<file path="src/rtl/core/wsdf_pkg.sv">
// Shared types and constants for the WebSocket frame deframer.
package wsdf_pkg;

    localparam int unsigned CNT_W      = 32;  // payload length counter width, 16..63
    localparam int unsigned LEN_W      = 32;
    localparam int unsigned ACC_W      = 64;
    localparam int unsigned Q_DEPTH    = 4;
    localparam int unsigned Q_AW       = $clog2(Q_DEPTH);
    localparam int unsigned Q_CW       = $clog2(Q_DEPTH + 1);
    localparam logic [31:0] MAX_LEN_RST = 32'd16777216;

    localparam logic [7:0] FIN_BIT  = 8'h80;
    localparam logic [7:0] OP_MASK  = 8'h0F;
    localparam logic [7:0] LEN_MASK = 8'h7F;
    localparam logic [6:0] LEN_EXT16 = 7'd126;
    localparam logic [6:0] LEN_EXT64 = 7'd127;

    typedef enum logic [1:0] {
        KIND_HDR  = 2'd0,
        KIND_DATA = 2'd1,
        KIND_ERR  = 2'd2
    } kind_t;

    typedef struct packed {
        kind_t             kind;
        logic              fin;
        logic [3:0]        opcode;
        logic              masked;
        logic [LEN_W-1:0]  len;
        logic [7:0]        data;
        logic [31:0]       key;
        logic              last;
    } cmd_t;

endpackage

</file>
<file path="src/rtl/core/wsdf_front.sv">
// Header parser: classifies each incoming byte and issues commands to the queue.
module wsdf_front (
    input  logic             aclk,
    input  logic             aresetn,
    input  logic             cfg_we,
    input  logic [31:0]      cfg_wdata,
    input  logic             s_valid,
    output logic             s_ready,
    input  logic [7:0]       s_data_byte,
    input  logic             q_ready,
    output logic             q_push,
    output wsdf_pkg::cmd_t   q_cmd
);
    import wsdf_pkg::*;

    typedef enum logic [2:0] {
        PH_B0   = 3'd0,
        PH_B1   = 3'd1,
        PH_EXT  = 3'd2,
        PH_KEY  = 3'd3,
        PH_DATA = 3'd4,
        PH_DROP = 3'd5
    } phase_t;

    phase_t             phase_reg, phase_next;
    logic               fin_reg, fin_next;
    logic [3:0]         opcode_reg, opcode_next;
    logic               masked_reg, masked_next;
    logic [ACC_W-1:0]   acc_reg, acc_next;
    logic [3:0]         cnt_reg, cnt_next;
    logic [31:0]        key_reg, key_next;
    logic [CNT_W-1:0]   rem_reg, rem_next;
    logic [31:0]        max_reg;

    logic               take_len;
    logic               take_hdr;
    logic               too_big;
    logic [ACC_W-1:0]   len_v;
    logic               masked_v;
    logic [31:0]        key_v;
    logic [6:0]         l7;
    logic [CNT_W-1:0]   rem_dec;

    assign s_ready = q_ready;
    assign l7      = 7'(s_data_byte & LEN_MASK);
    assign rem_dec = rem_reg - CNT_W'(1);

    always_comb begin
        phase_next  = phase_reg;
        fin_next    = fin_reg;
        opcode_next = opcode_reg;
        masked_next = masked_reg;
        acc_next    = acc_reg;
        cnt_next    = cnt_reg;
        key_next    = key_reg;
        rem_next    = rem_reg;
        take_len    = 1'b0;
        take_hdr    = 1'b0;
        too_big     = 1'b0;
        len_v       = acc_reg;
        masked_v    = masked_reg;
        key_v       = key_reg;
        q_push      = 1'b0;
        q_cmd       = '0;
        q_cmd.fin    = fin_reg;
        q_cmd.opcode = opcode_reg;
        q_cmd.masked = masked_reg;

        if (s_valid && s_ready) begin
            unique case (phase_reg)
                PH_B0: begin
                    fin_next    = (s_data_byte & FIN_BIT) != 8'h00;
                    opcode_next = 4'(s_data_byte & OP_MASK);
                    phase_next  = PH_B1;
                end
                PH_B1: begin
                    masked_v    = s_data_byte[7];
                    masked_next = masked_v;
                    if (l7 == LEN_EXT16 || l7 == LEN_EXT64) begin
                        acc_next   = '0;
                        cnt_next   = (l7 == LEN_EXT16) ? 4'd2 : 4'd8;
                        phase_next = PH_EXT;
                    end else begin
                        len_v    = ACC_W'(l7);
                        acc_next = len_v;
                        take_len = 1'b1;
                    end
                end
                PH_EXT: begin
                    len_v    = {acc_reg[ACC_W-9:0], s_data_byte};
                    acc_next = len_v;
                    cnt_next = cnt_reg - 4'd1;
                    take_len = (cnt_reg == 4'd1);
                end
                PH_KEY: begin
                    key_v    = {key_reg[23:0], s_data_byte};
                    key_next = key_v;
                    cnt_next = cnt_reg - 4'd1;
                    take_hdr = (cnt_reg == 4'd1);
                end
                PH_DATA: begin
                    rem_next    = rem_dec;
                    q_push      = 1'b1;
                    q_cmd.kind  = KIND_DATA;
                    q_cmd.data  = s_data_byte;
                    q_cmd.last  = (rem_dec == '0);
                    if (rem_dec == '0) begin
                        phase_next = PH_B0;
                    end
                end
                default: begin
                end
            endcase
        end

        if (take_len) begin
            too_big = (len_v[ACC_W-1:CNT_W] != '0) || (len_v > {32'b0, max_reg});
            if (too_big) begin
                q_push       = 1'b1;
                q_cmd.kind   = KIND_ERR;
                q_cmd.masked = masked_v;
                q_cmd.len    = (len_v[ACC_W-1:LEN_W] != '0) ? '1 : len_v[LEN_W-1:0];
                q_cmd.last   = 1'b1;
                phase_next   = PH_DROP;
            end else if (masked_v) begin
                cnt_next   = 4'd4;
                key_next   = '0;
                phase_next = PH_KEY;
            end else begin
                take_hdr = 1'b1;
            end
        end

        if (take_hdr) begin
            q_push       = 1'b1;
            q_cmd.kind   = KIND_HDR;
            q_cmd.masked = masked_v;
            q_cmd.len    = LEN_W'(len_v);
            q_cmd.key    = masked_v ? key_v : '0;
            q_cmd.last   = (len_v == '0);
            rem_next     = len_v[CNT_W-1:0];
            phase_next   = (len_v == '0) ? PH_B0 : PH_DATA;
        end
    end

    always_ff @(posedge aclk) begin
        if (!aresetn) begin
            phase_reg  <= PH_B0;
            fin_reg    <= 1'b0;
            opcode_reg <= '0;
            masked_reg <= 1'b0;
            acc_reg    <= '0;
            cnt_reg    <= '0;
            key_reg    <= '0;
            rem_reg    <= '0;
            max_reg    <= MAX_LEN_RST;
        end else begin
            phase_reg  <= phase_next;
            fin_reg    <= fin_next;
            opcode_reg <= opcode_next;
            masked_reg <= masked_next;
            acc_reg    <= acc_next;
            cnt_reg    <= cnt_next;
            key_reg    <= key_next;
            rem_reg    <= rem_next;
            if (cfg_we) begin
                max_reg <= cfg_wdata;
            end
        end
    end

endmodule

</file>
<file path="src/rtl/core/wsdf_queue.sv">
// Small command queue between the header parser and the output stage.
module wsdf_queue (
    input  logic             aclk,
    input  logic             aresetn,
    input  logic             push,
    input  wsdf_pkg::cmd_t   push_cmd,
    output logic             push_ready,
    input  logic             pop,
    output logic             pop_valid,
    output wsdf_pkg::cmd_t   pop_cmd
);
    import wsdf_pkg::*;

    cmd_t              mem [Q_DEPTH];
    logic [Q_AW-1:0]   wr_ptr_reg;
    logic [Q_AW-1:0]   rd_ptr_reg;
    logic [Q_CW-1:0]   count_reg, count_next;
    logic              do_push;
    logic              do_pop;

    assign push_ready = (count_reg != Q_CW'(Q_DEPTH));
    assign pop_valid  = (count_reg != '0);
    assign pop_cmd    = mem[rd_ptr_reg];
    assign do_push    = push && push_ready;
    assign do_pop     = pop && pop_valid;

    always_comb begin
        count_next = count_reg;
        if (do_push && !do_pop) begin
            count_next = count_reg + Q_CW'(1);
        end else if (do_pop && !do_push) begin
            count_next = count_reg - Q_CW'(1);
        end
    end

    always_ff @(posedge aclk) begin
        if (do_push) begin
            mem[wr_ptr_reg] <= push_cmd;
        end
    end

    always_ff @(posedge aclk) begin
        if (!aresetn) begin
            wr_ptr_reg <= '0;
            rd_ptr_reg <= '0;
            count_reg  <= '0;
        end else begin
            count_reg <= count_next;
            if (do_push) begin
                wr_ptr_reg <= wr_ptr_reg + Q_AW'(1);
            end
            if (do_pop) begin
                rd_ptr_reg <= rd_ptr_reg + Q_AW'(1);
            end
        end
    end

    a_count_bound: assert property (@(posedge aclk) disable iff (!aresetn)
        count_reg <= Q_CW'(Q_DEPTH))
        else $error("queue count above depth");

    a_count_up: assert property (@(posedge aclk) disable iff (!aresetn)
        (do_push && !do_pop) |=> (count_reg == $past(count_reg) + Q_CW'(1)))
        else $error("queue count did not grow on push");

    a_ptr_gap: assert property (@(posedge aclk) disable iff (!aresetn)
        (count_reg != Q_CW'(Q_DEPTH)) |-> (wr_ptr_reg == rd_ptr_reg + Q_AW'(count_reg)))
        else $error("queue pointers disagree with count");

endmodule

</file>
<file path="src/rtl/core/wsdf_back.sv">
// Output stage: unmasks payload beats and holds the result register.
module wsdf_back (
    input  logic             aclk,
    input  logic             aresetn,
    input  logic             q_valid,
    input  wsdf_pkg::cmd_t   q_cmd,
    output logic             q_pop,
    output logic             m_valid,
    input  logic             m_ready,
    output logic [1:0]       m_kind,
    output logic             m_fin,
    output logic [3:0]       m_opcode,
    output logic             m_masked,
    output logic [31:0]      m_payload_length,
    output logic [7:0]       m_payload_byte,
    output logic             m_last
);
    import wsdf_pkg::*;

    logic               valid_reg;
    kind_t              kind_reg;
    logic               fin_reg;
    logic [3:0]         opcode_reg;
    logic               masked_reg;
    logic [LEN_W-1:0]   len_reg;
    logic [7:0]         byte_reg;
    logic               last_reg;
    logic [31:0]        key_reg;
    logic [1:0]         idx_reg;
    logic [7:0]         key_byte;

    assign q_pop = q_valid && (!valid_reg || m_ready);

    always_comb begin
        case (idx_reg)
            2'd0:    key_byte = key_reg[31:24];
            2'd1:    key_byte = key_reg[23:16];
            2'd2:    key_byte = key_reg[15:8];
            default: key_byte = key_reg[7:0];
        endcase
    end

    always_ff @(posedge aclk) begin
        if (!aresetn) begin
            valid_reg <= 1'b0;
            key_reg   <= '0;
            idx_reg   <= '0;
        end else begin
            if (q_pop) begin
                valid_reg <= 1'b1;
            end else if (m_ready) begin
                valid_reg <= 1'b0;
            end
            if (q_pop && q_cmd.kind == KIND_HDR) begin
                key_reg <= q_cmd.key;
                idx_reg <= '0;
            end else if (q_pop && q_cmd.kind == KIND_DATA) begin
                idx_reg <= idx_reg + 2'd1;
            end
        end
    end

    always_ff @(posedge aclk) begin
        if (q_pop) begin
            kind_reg   <= q_cmd.kind;
            fin_reg    <= q_cmd.fin;
            opcode_reg <= q_cmd.opcode;
            masked_reg <= q_cmd.masked;
            len_reg    <= q_cmd.len;
            byte_reg   <= (q_cmd.kind == KIND_DATA) ? (q_cmd.data ^ key_byte) : 8'h00;
            last_reg   <= q_cmd.last;
        end
    end

    assign m_valid          = valid_reg;
    assign m_kind           = kind_reg;
    assign m_fin            = fin_reg;
    assign m_opcode         = opcode_reg;
    assign m_masked         = masked_reg;
    assign m_payload_length = len_reg;
    assign m_payload_byte   = byte_reg;
    assign m_last           = last_reg;

endmodule

</file>
<file path="src/rtl/core/websocket_frame_deframer.sv">
// WebSocket frame deframer top level: parser, command queue and output stage.
// A result passes through the command queue and the output register before it appears on m_*.
// Throughput: one input beat per cycle while the command queue has room; parser and output stall independently.
// The four-entry command queue sets how long the input keeps flowing under m_ready low.
// Reset (aresetn low, synchronous) returns to the first header byte, empties the queue,
// and sets max_payload_length to 16777216.
module websocket_frame_deframer (
    input  logic         aclk,
    input  logic         aresetn,
    input  logic         cfg_we,
    input  logic [31:0]  cfg_wdata,
    input  logic         s_valid,
    output logic         s_ready,
    input  logic [7:0]   s_data_byte,
    output logic         m_valid,
    input  logic         m_ready,
    output logic [1:0]   m_kind,
    output logic         m_fin,
    output logic [3:0]   m_opcode,
    output logic         m_masked,
    output logic [31:0]  m_payload_length,
    output logic [7:0]   m_payload_byte,
    output logic         m_last
);
    import wsdf_pkg::*;

    logic  q_push;
    logic  q_ready;
    cmd_t  q_push_cmd;
    logic  q_pop;
    logic  q_valid;
    cmd_t  q_pop_cmd;

    wsdf_front u_front (
        .aclk        (aclk),
        .aresetn     (aresetn),
        .cfg_we      (cfg_we),
        .cfg_wdata   (cfg_wdata),
        .s_valid     (s_valid),
        .s_ready     (s_ready),
        .s_data_byte (s_data_byte),
        .q_ready     (q_ready),
        .q_push      (q_push),
        .q_cmd       (q_push_cmd)
    );

    wsdf_queue u_queue (
        .aclk       (aclk),
        .aresetn    (aresetn),
        .push       (q_push),
        .push_cmd   (q_push_cmd),
        .push_ready (q_ready),
        .pop        (q_pop),
        .pop_valid  (q_valid),
        .pop_cmd    (q_pop_cmd)
    );

    wsdf_back u_back (
        .aclk             (aclk),
        .aresetn          (aresetn),
        .q_valid          (q_valid),
        .q_cmd            (q_pop_cmd),
        .q_pop            (q_pop),
        .m_valid          (m_valid),
        .m_ready          (m_ready),
        .m_kind           (m_kind),
        .m_fin            (m_fin),
        .m_opcode         (m_opcode),
        .m_masked         (m_masked),
        .m_payload_length (m_payload_length),
        .m_payload_byte   (m_payload_byte),
        .m_last           (m_last)
    );

endmodule

</file>
<file path="config.mk">
export PLATFORM = sky130hd
export DESIGN_NAME = websocket_frame_deframer
export DESIGN_NICKNAME = d
export VERILOG_FILES = /design/src/rtl/core/wsdf_pkg.sv /design/src/rtl/core/wsdf_front.sv /design/src/rtl/core/wsdf_queue.sv /design/src/rtl/core/wsdf_back.sv /design/src/rtl/core/websocket_frame_deframer.sv
export SDC_FILE = /design/constraint.sdc
export NUM_CORES = 1
export LEC_CHECK = 0
export BUFFER_PORTS_ARGS = -buffer_cell sky130_fd_sc_hd__buf_4
export CORE_MARGIN = 4
export CORE_UTILIZATION = 45
export DETAILED_ROUTE_END_ITERATION = 8
export GPL_ROUTABILITY_DRIVEN = 0
export SYNTH_ARGS = -nofsm -noshare
export SYNTH_HDL_FRONTEND = slang
export SYNTH_HIERARCHICAL = 1
export SYNTH_SLANG_ARGS = --single-unit
</file>
<file path="constraint.sdc">
create_clock -name aclk -period 12.7 [get_ports aclk]
set_input_delay 2.54 -clock aclk [delete_from_list [all_inputs] [get_ports aclk]]
set_output_delay 2.54 -clock aclk [all_outputs]
set_load 0.02 [all_outputs]
</file>
# Word level (Yosys, flattened, before mapping)
# Memory sizes are Yosys's and may differ from the RTL's. A register that Yosys moved wholly into a read port is not among the register bits.
# Cells that the tools add are included.
[word_totals] register_bits=264 ramBits=324 in_bits=45 out_inout_bits=51 elab_cells=145 mem_count=1
[memory_table] name="u_queue.mem" words=4 width=81 rd=1 rd_clocked_by_memory_dff=1 wr=1 line="wsdf_queue.sv:14" rtl="cmd_t mem [Q_DEPTH];"
[classes] add_sub_neg=7 n_lt_le_gt_ge=1 eq_ne=11 mux=70 bitwise_logic=2 n_reduce_logical=31
[ops] cell="$mux 32" n=10
[ops] cell="$pmux 64 s2" n=2
[ops] cell="$mux 33" n=4
[ops] cell="$mux 64" n=2
[ops] cell="$gt 64x32->1" n=1
[ops] cell="$logic_not 64->1" n=1
[ops] cell="$logic_not 32->1" n=1
[ops] cell="$reduce_bool 32->1" n=1
[ops] cell="$sub 32x1->32 const B" n=1
[ops] cell="$mux 3" n=10
[ops] cell="$mux 1" n=24
[ops] cell="$mux 4" n=6
[ops] cell="$pmux 8 s3" n=1
[ops] cell="$mux 8" n=2
[ops] cell="$eq 7x7->1 const B" n=2
[ops] cell="$mux 2" n=5
[ops] cell="$reduce_bool 2->1" n=5
[ops] cell="$pmux 3 s3" n=1
[ops] cell="$logic_and 1x1->1" n=8
[ops] cell="$pmux 4 s2" n=1
[ops] cell="$xor 8x8->8" n=1
[ops] cell="$mux 7" n=1
[ops] cell="$add 2x1->2 const B" n=3
[ops] cell="$eq 3x2->1 const B" n=2
[ops] cell="18 further kinds" n=27

# Longest topological paths before layout
# Gate-level depths: netlist of the first run.
[logic_depth] depth_word=15 ltp_mapped=27 depth_no_buf=23

# Cells and area by module
# The synthesis of the first run kept the hierarchy.
[modules_own_cells] mod="wsdf_queue" n_inst=1 cells_each=471 area_per_inst_um2=12248.0 seq_area_each_um2=9909.5
[modules_own_cells] mod="wsdf_front" n_inst=1 cells_each=1127 area_per_inst_um2=8844.7 seq_area_each_um2=3303.2
[modules_own_cells] mod="wsdf_back" n_inst=1 cells_each=262 area_per_inst_um2=3348.2 seq_area_each_um2=2172.1

# Worst setup path after synthesis of the first run
# OpenSTA, ideal clock, no wires.
[synth_path] kind="input -> register" startpoint="input s_valid" endpoint="memory u_queue/mem[0][0] (netlist name) (enable)" setup_time_ns=0.448 t_arrival_ns=8.025 required_ns=12.252 slack_ns=4.226 cell_stages=20 n_path_buf=4 cell_sequence="and3b_1 -> buf_4 -> nand2_4 -> or2_1 -> buf_6 -> buf_6 -> a22oi_2 -> inv_1 -> ha_1 -> nand4_1 -> or4_1 -> a211o_1 -> a31oi_1 -> nor4_2 -> nor2_1 -> nor2_2 -> clkbuf_1 -> nand2_1 -> a21boi_2 -> and2_1"
[synth_via] elab_chain_len=10 elab_cells_between_ends=18 classes_between="1 x order compare; 13 x mux; 4 x reduce/logical"
[synth_rtl] item="start: declaration" line="websocket_frame_deframer.sv:12" rtl="input logic s_valid,"
[synth_rtl] item="$logic_and 1x1->1 (*)" line="wsdf_front.sv:69" rtl="if (s_valid && s_ready) begin"
[synth_rtl] item="$mux 64" line="wsdf_front.sv:69"
[synth_rtl] item="$gt 64x32->1 or $reduce_bool 32->1 (tied branches)" line="wsdf_front.sv:117" rtl="too_big = (len_v[ACC_W-1:CNT_W] != '0) || (len_v > {32'b0, max_reg});"
[synth_rtl] item="$logic_or 1x1->1" line="wsdf_front.sv:117"
[synth_rtl] item="$mux 1" line="wsdf_front.sv:118" rtl="if (too_big) begin"
[synth_rtl] item="$mux 1" line="wsdf_front.sv:116" rtl="if (take_len) begin"
[synth_rtl] item="$mux 1 (*)" line="wsdf_front.sv:134" rtl="if (take_hdr) begin"
[synth_rtl] item="named net q_push" line="websocket_frame_deframer.sv:27" rtl="logic q_push;"
[synth_rtl] item="$logic_and 1x1->1 (*)" line="wsdf_queue.sv:24" rtl="assign do_push = push && push_ready;"
[synth_rtl] item="named net u_queue.do_push" line="wsdf_queue.sv:18" rtl="logic do_push;"
[synth_rtl] item="$mux 1 (*)" line="wsdf_queue.sv:37" rtl="if (do_push) begin"
[synth_rtl] item="$mux 1 (not written as such) (*)" line="wsdf_queue.sv:38" rtl="mem[wr_ptr_reg] <= push_cmd;"
[synth_rtl] item="end: declaration" line="wsdf_queue.sv:14"
# The timed path passes the listed nets; every way through them passes the cells marked *.

# Worst setup path in the final report of the first run
[layout_path] startpoint="input s_valid" endpoint="memory u_queue/mem[2][67] (netlist name) (enable)"
# The elaborated chain is that of the path after synthesis.

==> results.yml, run 1 <==
outcome:
  status: "finished, final reports clean"
job:
  cap_violations: 0
worst_setup_path:
  timing.rr.start: "u_queue/count_reg[0]$_SDFFE_PN0P_"
  startpoint_type: "primary input"
  crit_type: "primary input to register"
  required_ps: 12950
  timing.rr.end: "u_queue/mem[2][67]$_DFFE_PP_"
  worstPathArrival_ps: 9590
  crit_path_end_kind: "register"
  path_max_fanout: 72
  ff2ff_path_depth: 19
  ff2ff_setup_slack_ps: 4500
routing:
  dr.pass1.iters: 6
  drt_iter0_drc: 1388
  postRouteAntennaNets: 0
  wirelength_mm: 59.0
  routedWlPerCell_um: 22.1
  vias: 15200
  route.detailed.drc: 0
  viasPerCell: 5.70
synth:
  synth-simple-area-share: 0.107
  ys_warn_count: 6
  syn_area_per_cell_um2: 13.1
  syn_inst: 1860
  synthAdderAreaFrac: 0.0239
  synth_top_family_by_area: "multiplexers"
  synth_cell_types: 83
  yosysTopAreaCell: "edfxtp_1"
  ys.flop_type: "edfxtp_1"
  yosys.area_share.xor_xnor: 0.00604
  ys_seq_area_frac: 0.629
  synthesis.nets: 1951
  synth_edf_count: 373
  synth_compound_area_frac: 0.0813
  netlist.area_leader.share: 0.458
  synthArstFlopShare: 0
  ys_seq_elements: 582
  muxShareOfSynthArea: 0.112
  synth_area_um2: 24400
  synth_area_leaders: "edfxtp_1 (46%), dfxtp_1 (17%), mux4_2 (7.5%)"
layout:
  layoutNonFillerInstCount: 2663
  fill_cells: 4617
  largest_reg_flops: 324
  seq_area_um2: 15400
  drive_gt1_frac: 0.160
  final_common_cell: "edfxtp_1"
  num_antenna_cells: 0
  mostFrequentLayoutCells: "edfxtp_1 (373), dfxtp_1 (207), nor2_1 (177)"
  syn2layout_area_growth_pct: 12.5
  multi_input_area_um2: 8100
  final_nets: 2007
sta:
  setup_viol: 0
  max_slew.worst_pin.slew_ps: 1200
  maxSlewViolCount: 0
  tns_ps: 0
  hold_viol: 0
  fin_skew_ps: 16.8
  max_freq_ghz: 0.107
  rsz0062_at_grt: "false"
  slew_headroom: 0.191
  period_needed_ps: 9340
  fin_crit_sh: 0.735
  fin_ws_ps: 3360
  whs_ps: 449
placement:
  dp.cells: 2551
  place_worst_setup_slack_ps: 2950
  dp_hpwl_mm: 39.0
  numPortBuffers: 95
clock_network:
  cts.repair.resized: 0
  postCtsSetupBuffers: 0
  cts_hold_buf: 0
  cts_inserted_buffers: 59
  clk_pin_slew_ps: 60
  htreeDepth: 2
  cts_buffer_depth: 3
  cts_num_sinks: 582
  root_buffer: "clkbuf_16"
  cts_tree: "done"
  clkLatencyLatePin_ps: 620
pwr:
  power_frac_clock: 0.332
  combPwrFrac: 0.218
  p_leak_nw: 9.91
  power_density_nw_per_um2: 192
  p_switching_mw: 1.53
  seqPwrFrac: 0.450
  peakVddDrop_v: 0.000114
  internal_power_mw: 3.75
  swShare: 0.289
grt:
  grt-ovfl-total: 0
  grt_max_degree: 84
  grtUsageTotal: 0.203
  grt_pass1_wl_mm: 90.9
  antenna_found_initial: 0
  grt_pass1_vias: 15000
die:
  die_area_um2: 58100
  core_um2: 53800
  ios: 96
  die_h_um: 241
  num_rows: 85
  die_x_um: 241
  start_util: 0.454
hold_path:
  hold_path_depth: 2
  worstHoldStart: "u_front/key_reg[20]$_SDFF_PN0_"
  min_to: "u_front/key_reg[20]$_SDFF_PN0_"
  min_path_type: "register to register"
==> power groups by stage <==
stage	clock network, mW	registers, mW	logic (mW)
final	1.75	2.37	1.15
after CTS	1.80	2.38	1.16
after global routing	1.88	2.40	1.24
after floorplan	0	2.47	0.756
after global placement	0	2.41	1.15
after detailed placement	0	2.42	1.15
==> final cells by class <==
cell class	instances	area share
Clock buffer	80	0.0599
Timing Repair Buffer	110	0.0300
Tap cell	696	0.0317
Clock inverter	32	0.0123
Sequential cell	582	0.560
Multi-Input combinational cell	1077	0.295
Inverter	86	0.0118
==> through the flow <==
step,utilization,instance area [um^2],power (mW)
3_3_place_gp,0.474,25500,3.56
6_report,0.511,27500,5.28
2_1_floorplan,-,24400,3.23
4_1_cts,0.511,27500,5.33
3_5_place_dp,0.474,25500,3.57
5_1_grt,0.511,27500,5.52
==> per-layer routing <==
metal,share of wire,track usage
met4,0.031,0.0633
met2,0.49,0.340
met1,0.42,0.275
met3,0.054,0.0337
met5,0,0
==> worst max path at each step <==
stage	slack (ps)	cells after the start	endpoint	from
6_report	3360	18	u_queue/mem[2][67]$_DFFE_PP_	s_valid
5_1_grt	3000	18	u_queue/mem[2][68]$_DFFE_PP_	s_valid
4_1_cts	3590	18	u_queue/mem[3][67]$_DFFE_PP_	s_valid
3_5_place_dp	2950	18	u_queue/mem[3][60]$_DFFE_PP_	s_valid
3_3_place_gp	3130	18	u_queue/mem[1][71]$_DFFE_PP_	s_valid
2_1_floorplan	4230	20	u_queue/mem[0][0]$_DFFE_PP_	s_valid
==> cell usage after synthesis, types with 5 or more instances <==
| master | count |
|---|---|
| a21oi_1 | 72 |
| a222oi_1 | 8 |
| a22oi_1 | 88 |
| a31oi_1 | 8 |
| and2_1 | 43 |
| and3_1 | 22 |
| buf_1 | 7 |
| buf_12 | 8 |
| buf_2 | 19 |
| clkbuf_1 | 69 |
| dfxtp_1 | 209 |
| edfxtp_1 | 373 |
| ha_1 | 45 |
| inv_1 | 85 |
| mux2i_1 | 90 |
| mux4_2 | 81 |
| nand2_1 | 162 |
| nand2b_1 | 11 |
| nand3_1 | 18 |
| nand4_1 | 17 |
| nor2_1 | 178 |
| nor2b_1 | 5 |
| nor3_1 | 24 |
| nor4_1 | 16 |
| o21ai_0 | 56 |
| o22ai_1 | 6 |
| o31a_1 | 13 |
| or2_2 | 5 |
| or3_1 | 14 |
| or4_1 | 6 |
| xnor2_1 | 12 |
==> worst max-delay path, stage by stage <==
cell and delay, ps:
buf_4 100, and3b_1 360, nand2_4 470, or2_1 760, a22oi_2 420, inv_1 80
ha_1 300, a21o_1 200, a21o_1 170, a2111oi_0 560, a31oi_1 170, nor4_2 760
a21o_1 730, nor2_2 80, nand2_1 100, a21boi_2 370, and2_4 770, buf_4 550
==> logic make-up after synthesis <==
kind of cell    after synthesis
buf+inv                     201
compound gates              297
flops                       582
xor+xnor                     16
mux                         172
simple gates                546
fa+ha+maj                    46
No activity file was read; power rests on OpenSTA's default activity.
==> run 2, diff against run 1 <==
- clock period: 12.7 -> 8.85 ns (I/O delays scaled with it)
==> run 2 against run 1 <==
  * First-iteration DRC count is 14% higher
  * Die area did not move
  * Clock skew fell by 1.8 ps
  * Hold slack is essentially flat
  * Combinational power up 44%
  * Global-route usage about the same
  * Wire length is 0.44% higher
  * Critical path depth is 4 higher
  * Utilization is 0.072 points higher
  * Non-clock buffer count increased by 5
  * Clock power rose by 42%
  * Cell area increased by 0.14%
  * Critical endpoint is now u_queue/count_reg[2]$_SDFFE_PN0P_
  * Largest power group unchanged
==> results.yml, run 2 (synthesis results as in run 1) <==
outcome:
  status: "finished, final reports clean"
grt:
  grtUsageTotal: 0.203
  grt_max_degree: 84
  grt-ovfl-total: 0
  antenna_found_initial: 0
  grt_pass1_vias: 14900
  grt_pass1_wl_mm: 90.6
worst_setup_path:
  crit_type: "primary input to register"
  crit_path_end: "u_queue/count_reg[2]$_SDFFE_PN0P_"
  crit_path_end_kind: "register"
  worstPathCellList: "buf_4, and3b_1, nand2_4, or2_1, a22oi_1, inv_1, ha_1, nand4_1, or4_1, a211o_1, a31oi_1, nor4_2, nor2_1, nor2_2, nand2_1, a21boi_2, ha_1, inv_1, fa_1, xor2_1, or3_1, a21boi_0"
  required_ps: 9380
  cp_num_buf_inv: 3
  cpMaxStageDelayCell: "or4_1"
  path_depth: 22
  ff2ff_path_depth: 23
  cp-startpoint: "s_valid"
  startpoint_type: "primary input"
  path_max_fanout: 27
  worstPathArrival_ps: 7640
  cp_top_family: "simple AND/OR/NAND/NOR gates"
  critPathMaxStageDelay_ps: 600
  timing.rr.end: "u_queue/count_reg[2]$_SDFFE_PN0P_"
  ff2ff_setup_slack_ps: 2220
  timing.rr.start: "u_queue/count_reg[0]$_SDFFE_PN0P_"
sta:
  hold_viol: 0
  max_slew.worst_pin.slew_ps: 1140
  period_needed_ps: 7110
  setup_viol: 0
  max_freq_ghz: 0.141
  maxSlewViolCount: 0
  whs_ps: 450
  rsz0062_at_grt: "false"
  fin_skew_ps: 14.9
  fin_crit_sh: 0.803
  tns_ps: 0
  slew_headroom: 0.237
die:
  ios: 96
  core_um2: 53800
  num_rows: 85
  die_h_um: 241
  start_util: 0.454
  die_area_um2: 58100
  die_x_um: 241
routing:
  vias: 15200
  viasPerCell: 5.71
  dr.pass1.iters: 6
  postRouteAntennaNets: 0
  route.detailed.drc: 0
  routedWlPerCell_um: 22.2
  wirelength_mm: 59.2
  drt_iter0_drc: 1579
clock_network:
  root_buffer: "clkbuf_16"
  cts_inserted_buffers: 60
  cts_tree: "done"
  cts_hold_buf: 0
  postCtsSetupBuffers: 0
  cts_num_sinks: 582
  htreeDepth: 2
  cts_buffer_depth: 3
  clkLatencyLatePin_ps: 610
  clk_pin_slew_ps: 60
  cts.repair.resized: 0
layout:
  syn2layout_area_growth_pct: 12.7
  num_antenna_cells: 0
  stdcell_area_um2: 27500
  mostFrequentLayoutCells: "edfxtp_1 (373), dfxtp_1 (207), nor2_1 (177)"
  drive_gt1_frac: 0.158
  final_nets: 2013
  final_common_cell: "edfxtp_1"
  largest_reg_flops: 324
hold_path:
  min_path_type: "register to register"
pwr:
  peakVddDrop_v: 0.000156
  power_density_nw_per_um2: 274
  p_leak_nw: 9.93
job:
  cap_violations: 0
placement:
  numPortBuffers: 95
  placed_cell_area_um2: 25600
  dp_hpwl_mm: 39.0
[run 2: cell types whose count changed in the layout (fill, tap and decap cells not counted), moves of 3 or more]
cell,change
clkinvlp_4,-4
clkbuf_1,+3
clkinv_2,-4
buf_12,+4
clkinv_1,+4
[run 2: worst min-delay path, delay by kind of cell, from the launching register on]
family	cells	cell delay [ps]
AO/OA/AOI/OAI	1	50
flip-flops	1	300
AND/OR/NAND/NOR	1	50
[run 2: area by class of cell]
cell class	count	area, um^2
clock inverter	28	300
sequential	582	15400
tap	696	871
multi-input combinational	1077	8100
clock buffer	82	1650
inverter	86	324
fill	4588	26300
timing repair buffer	115	913
[run 2: how the worst min path moves through the flow]
stage	start	endpoint	slack [ps]	cells after the start
finish	u_front/key_reg[21]$_SDFF_PN0_	u_front/key_reg[21]$_SDFF_PN0_	450	2
global route	u_back/key_reg[22]$_SDFFE_PN0P_	u_back/key_reg[22]$_SDFFE_PN0P_	470	2
CTS	u_front/key_reg[18]$_SDFF_PN0_	u_front/key_reg[18]$_SDFF_PN0_	450	2
detailed placement	u_front/key_reg[18]$_SDFF_PN0_	u_front/key_reg[18]$_SDFF_PN0_	440	2
global placement	u_front/key_reg[18]$_SDFF_PN0_	u_front/key_reg[18]$_SDFF_PN0_	440	2
floorplan	u_front/key_reg[16]$_SDFF_PN0_	u_front/key_reg[16]$_SDFF_PN0_	430	2
[run 2: stage by stage]
stage	instances	total power, mW	utilization	setup WS [ps]
floorplan	1860	4.63	-	1150
global placement	2556	5.12	0.476	1480
global route	2666	7.90	0.512	1410
CTS	2666	7.63	0.512	1860
finish	2666	7.55	0.512	1740
detailed placement	2556	5.14	0.476	1240
[run 2: layer usage]
metal,vias up,part of all wire,track usage
li1,7045,-,-
met5,-,0,0
met3,137,0.058,0.0346
met1,7538,0.43,0.279
met2,497,0.47,0.325
met4,0,0.043,0.0828
[run 2: report_power, final]
| part | switching [mW] | total [mW] | internal (mW) | leakage, nW |
|---|---|---|---|---|
| sequential | 0.177 | 3.41 | 3.23 | 5.25 |
| combinational | 0.984 | 1.66 | 0.673 | 3.73 |
| clock | 1.01 | 2.48 | 1.47 | 0.952 |
